**src/rtl/grtl_pkg.sv**
```systemverilog
`default_nettype none

package grtl_pkg;

    // Offset memory: fixed at 4096 entries, so index wrap is a plain mask
    localparam int GLYPH_AW    = 12;
    localparam int GLYPH_DEPTH = 1 << GLYPH_AW;

    localparam int CODE_W   = 16;
    localparam int COUNT_W  = 13;
    localparam int SLOT_W   = 12;
    localparam int OFFSET_W = 32;
    localparam int ADDR_W   = 32;
    localparam int RCOUNT_W = 7;
    localparam int CFG_DW   = 32;

    localparam logic [1:0] FUNC_RANGE  = 2'd0;
    localparam logic [1:0] FUNC_OFFSET = 2'd1;
    localparam logic [1:0] FUNC_LOOKUP = 2'd2;

    localparam logic CFG_RANGE_COUNT = 1'b0;
    localparam logic CFG_STREAM_BASE = 1'b1;

    typedef struct packed {
        logic [1:0]          func;
        logic [SLOT_W-1:0]   slot;
        logic [CODE_W-1:0]   code;
        logic [COUNT_W-1:0]  glyph_count;
        logic [GLYPH_AW-1:0] offset_base;
        logic [OFFSET_W-1:0] glyph_offset;
    } t_in_item;

    typedef struct packed {
        logic [ADDR_W-1:0] glyph_address;
        logic              found;
    } t_out_item;

    typedef struct packed {
        logic [CODE_W-1:0]   start_code;
        logic [COUNT_W-1:0]  glyph_count;
        logic [GLYPH_AW-1:0] offset_base;
    } t_range_entry;

endpackage

`default_nettype wire

```
**src/rtl/grtl_range_ram.sv**
```systemverilog
`default_nettype none

module grtl_range_ram #(
    parameter int DEPTH = 64,
    parameter int AW    = 6
) (
    input  wire                        i_clk,
    input  wire                        i_we,
    input  wire  [AW-1:0]              i_waddr,
    input  grtl_pkg::t_range_entry     i_wdata,
    input  wire  [AW-1:0]              i_raddr,
    output grtl_pkg::t_range_entry     o_rdata
);
    import grtl_pkg::*;

    t_range_entry r_mem [DEPTH];
    t_range_entry r_rdata;

    always_ff @(posedge i_clk) begin
        if (i_we) begin
            r_mem[i_waddr] <= i_wdata;
        end
        r_rdata <= r_mem[i_raddr];
    end

    assign o_rdata = r_rdata;

endmodule

`default_nettype wire

```
**config.mk**
```make
export PLATFORM = sky130hd
export DESIGN_NAME = grtl_range_ram
export DESIGN_NICKNAME = d
export VERILOG_FILES = /design/src/rtl/grtl_pkg.sv /design/src/rtl/grtl_range_ram.sv
export SDC_FILE = /design/constraint.sdc
export NUM_CORES = 2
export LEC_CHECK = 0
export BUFFER_PORTS_ARGS = -buffer_cell sky130_fd_sc_hd__buf_2
export CAP_MARGIN = 20
export CORE_ASPECT_RATIO = 1.75
export CORE_MARGIN = 4
export CORE_UTILIZATION = 31
export DETAILED_ROUTE_END_ITERATION = 8
export PLACE_DENSITY = 0.48
export REMOVE_ABC_BUFFERS = 1
export SETUP_SLACK_MARGIN = 0.02
export SLEW_MARGIN = 20
export SYNTH_ARGS = -nofsm -noshare
export SYNTH_HDL_FRONTEND = slang
export SYNTH_SLANG_ARGS = --single-unit
```
**constraint.sdc**
```tcl
create_clock -name i_clk -period 9.4 [get_ports i_clk]
set_input_delay 0.47 -clock i_clk [delete_from_list [all_inputs] [get_ports i_clk]]
set_output_delay 0.47 -clock i_clk [all_outputs]
set_load 0.005 [all_outputs]
```
==> summary.md <==
| Metric | Value |
|---|---|
| Clock transition at path regs | `about 0.070 ns` |
| Design Area, Final | `between 100000 and 150000 um^2` |
| Root Buffer | `clkbuf_16` |
| Largest cells by area after synthesis | `edfxtp_1 79%, mux4_2 15%, dfxtp_1 0.82%, a221oi_1 0.62%, a22o_1 0.61%` |
| Worst skew pair latency | `roughly 0.89 ns` |
| Routed length per placed instance | `~32 um` |
| DP Wirelength | `approximately 150 mm` |
| GPL Wtd Cong | `around 0.75` |
| CP max FO | `80` |
| Finished Core Util | `a little over a third` |
| Area post-placement | `~110000 um^2` |
| Synth top area share | `78.7%` |
| First-pass GRT wire length | `slightly above 400 mm` |
| Setup total negative slack | `0 ns` |
| Share of layout cells above drive strength 1 | `between 20% and 30%` |
| Worst reg2reg endpoint | `o_rdata[2]$_DFF_P_` |
| Clock Skew | `between 0.06 and 0.07 ns` |
| Number of flops mapped to enable cells by yosys | `approximately 2600` |
| Ys async rst share | `0%` |
| # IOs | `96` |
| Critical path arrival | `4.13 ns` |
| Gate count of the mapped netlist | `between 4000 and 5000` |
| Crit-path cells | `buf_8 -> buf_4 -> buf_12 -> buf_4 -> mux4_2 -> a22o_1 -> a221oi_1 -> a221oi_1` |
| # DRC | `0` |
| PostCTS Resize Cnt | `0` |
| R2r startpoint | `r_mem[9][2]$_DFFE_PP_` |
| Max clock buf depth | `4` |
| Final ANT Viol Nets | `0` |
| Worst Tran Pin Value | `roughly 1.2 ns` |
| Fin. max-slew vios | `0` |
| Hold Path Class | `primary input to flip-flop` |
| Pwr dens | `209 nW/um^2` |
| FILL cells | `between 20000 and 30000` |
| Status | `completed` |
| R2R setup slack | `around 7 ns` |
| Worst Setup End Kind | `flip-flop` |
| Die Ht | `about 760 um` |
| Synth cell types | `37` |
| Min Clock Period, post-route | `3.44 ns` |
| Post-Synthesis Cell Area | `100000 um^2` |
| DR vias/cell | `between 5 and 6` |
| Initial Util | `approximately 31%` |
| Cell Rows | `around 280` |
| Worst setup path class | `primary input to flip-flop` |
| Top FF cell, synth | `edfxtp_1` |
| Initial antenna violation count | `21` |
| Worst setup path end | `o_rdata[9]$_DFF_P_` |
| CTS tree | `done` |
| Leak | `approximately 34 nW` |
| CP peak stage delay | `between 0.7 and 0.8 ns` |
| Port bufs | `between 90 and 100` |
| Die area | `around 330000 um^2` |
| Global-route usage over all layers | `between 15 and 20%` |
| CP max stage cell | `buf_4` |
| Startpoint types | `primary input` |
| Critical Path RT | `10.09 ns` |
| Peak VDD IR | `~0.14 mV` |
| Final Hold Viols | `0` |
| Yosys reg bits | `2665` |
| Syn_area_per_cell | `about 24 um^2` |
| TritonRoute pass-1 iters | `6` |
| Fin crit share | `between 30% and 40%` |
| Register-to-Register Path Depth | `4` |
| Pin count of the biggest net entering global routing | `101` |
| Unrepaired setup endpoints after global routing | `no` |
| Total routed wirelength | `290 mm` |
| H-tree Lvls | `4` |
| Core area | `about 320000 um^2` |
| Yosys warns | `0` |
| Die width | `between 400 and 500 um` |
| Num CTS Buffers | `231` |
| Total congestion overflow | `0` |
| Critical path launch point | `i_raddr[1]` |
| Max Cap Viol | `0` |
| Vias in the first global route | `49200` |
| Nets | `about 4500` |
| Post-CTS setup buffers | `0` |
| Post-synth top area cell | `edfxtp_1` |
| Routed via count | `around 47000` |
| Relative slew slack | `around a fifth` |
| Sequential fraction of the synthesis area | `79.5%` |
| Clock sink count | `between 2000 and 3000` |
| Endpoints failing setup | `0` |
| Max Freq | `290 MHz` |
| Starting DRT DRC Count | `between 4000 and 5000` |
| Area delta synth->final | `13.6%` |
[Yosys cell counts, types with 26 or more instances]
master,instances
buf_4,45
dfxtp_1,41
nor2_1,114
a21oi_1,67
mux4_2,654
clkbuf_1,86
o221ai_1,26
edfxtp_1,2624
a221oi_1,71
o22ai_1,93
a22o_1,70
a22oi_1,44
mux2i_1,44
buf_2,72
[worst min path at each step]
stage	start	endpoint	slack (ns)	depth (start not counted)
3_3_place_gp	r_mem[50][5]$_DFFE_PP_	o_rdata[5]$_DFF_P_	0.85	3
5_1_grt	i_wdata[35]	r_mem[40][35]$_DFFE_PP_	0.11	1
4_1_cts	i_wdata[0]	r_mem[52][0]$_DFFE_PP_	0.12	1
3_5_place_dp	o_rdata[4]$_DFF_P_	o_rdata[4]	0.86	1
6_report	i_wdata[15]	r_mem[44][15]$_DFFE_PP_	0.12	1
2_1_floorplan	i_wdata[0]	r_mem[0][0]$_DFFE_PP_	0.57	0
[layer usage]
metal / GRT usage (%) / vias to the layer above / part of all wire, %
li1: - / 18700 / -
met1: 21.3 / 26300 / 39
met2: 31.2 / 1311 / 53
met3: 1.79 / 407 / 4.4
met4: 4.97 / 8 / 2.9
met5: 0 / - / 0.019
[layout by cell type, fill, tap and decap left out, types with 4 or more instances in the layout]
| master | Yosys | final |
|---|---|---|
| clkinv_1 | 0 | 43 |
| bufinv_16 | 0 | 18 |
| o21ai_0 | 11 | 11 |
| o22ai_1 | 93 | 93 |
| a311oi_1 | 11 | 11 |
| clkinvlp_4 | 0 | 9 |
| clkbuf_16 | 0 | 233 |
| dfxtp_1 | 41 | 41 |
| mux2_2 | 5 | 5 |
| buf_12 | 0 | 10 |
| clkbuf_1 | 86 | 58 |
| diode_2 | 0 | 14 |
| nor2_4 | 0 | 64 |
| a211oi_1 | 11 | 11 |
| nand3b_1 | 5 | 5 |
| a21oi_1 | 67 | 67 |
| edfxtp_1 | 2624 | 2624 |
| a22o_1 | 70 | 70 |
| buf_4 | 45 | 162 |
| nor3_1 | 18 | 16 |
| nand3_1 | 14 | 14 |
| mux2i_1 | 44 | 44 |
| o221ai_1 | 26 | 26 |
| clkbuf_8 | 0 | 12 |
| mux4_2 | 654 | 654 |
| nor2_1 | 114 | 51 |
| nor2b_1 | 13 | 8 |
| buf_2 | 72 | 63 |
| or3b_2 | 4 | 4 |
| a22oi_1 | 44 | 44 |
| nand2b_1 | 8 | 5 |
| a221oi_1 | 71 | 70 |
| clkinv_2 | 0 | 38 |
| nand2_1 | 17 | 16 |
[registers in the layout, summed over array words and instances, names as in the netlist]
register,cells
o_rdata,41
r_mem,2624
[cell type report]
class                           count  area (um^2)  share of cell area, %
Tap cell                         4293         5370                   4.72
Sequential cell                  2665        79600                   70.0
Antenna cell                       14         35.0                 0.0308
Multi-Input combinational cell   1318        19700                   17.3
Clock buffer                      303         6210                   5.46
Timing Repair Buffer              240         1810                   1.60
Clock inverter                    110          977                  0.859
[cells by family after synthesis]
logic type	Yosys count	share of synthesized area (%)
AND/OR/NAND/NOR	209	0.957
AO/OA/AOI/OAI	406	2.96
buffers and inverters	243	1.34
flip-flops	2665	79.5
multiplexers	703	15.2
[worst max-delay path: cells and delay by family]
family	cells	cell delay, ns
muxes	1	0.41
buffers and inverters	4	2.16
AOI/OAI and AO/OA	3	0.78
[where the power goes]
part | switching (mW) | leakage, nW | total, mW | internal, mW
sequential | 0.0499 | 24.0 | 13.2 | 13.1
clock | 4.27 | 3.51 | 9.39 | 5.12
combinational | 0.753 | 6.79 | 1.16 | 0.411
[through the flow]
stage          power (mW)  hold slack, ns  instances  setup slack [ns]
4_1_cts              24.0           0.115       8927              5.92
3_3_place_gp         14.6           0.851       8513              4.88
3_5_place_dp         14.7           0.856       8514              4.96
5_1_grt              24.5           0.108       8931              5.79
6_report             23.8           0.123       8943              5.96
2_1_floorplan        13.9           0.569       3983              5.29
[repair_timing]
| item | 4_1_cts | 5_1_grt |
|---|---|---|
| hold buffers | 0 | 1 |
| setup endpoints to repair | 0 | 0 |
| hold endpoints to repair | 0 | 8 |
Note: power is estimated with default switching activity, not from simulation.
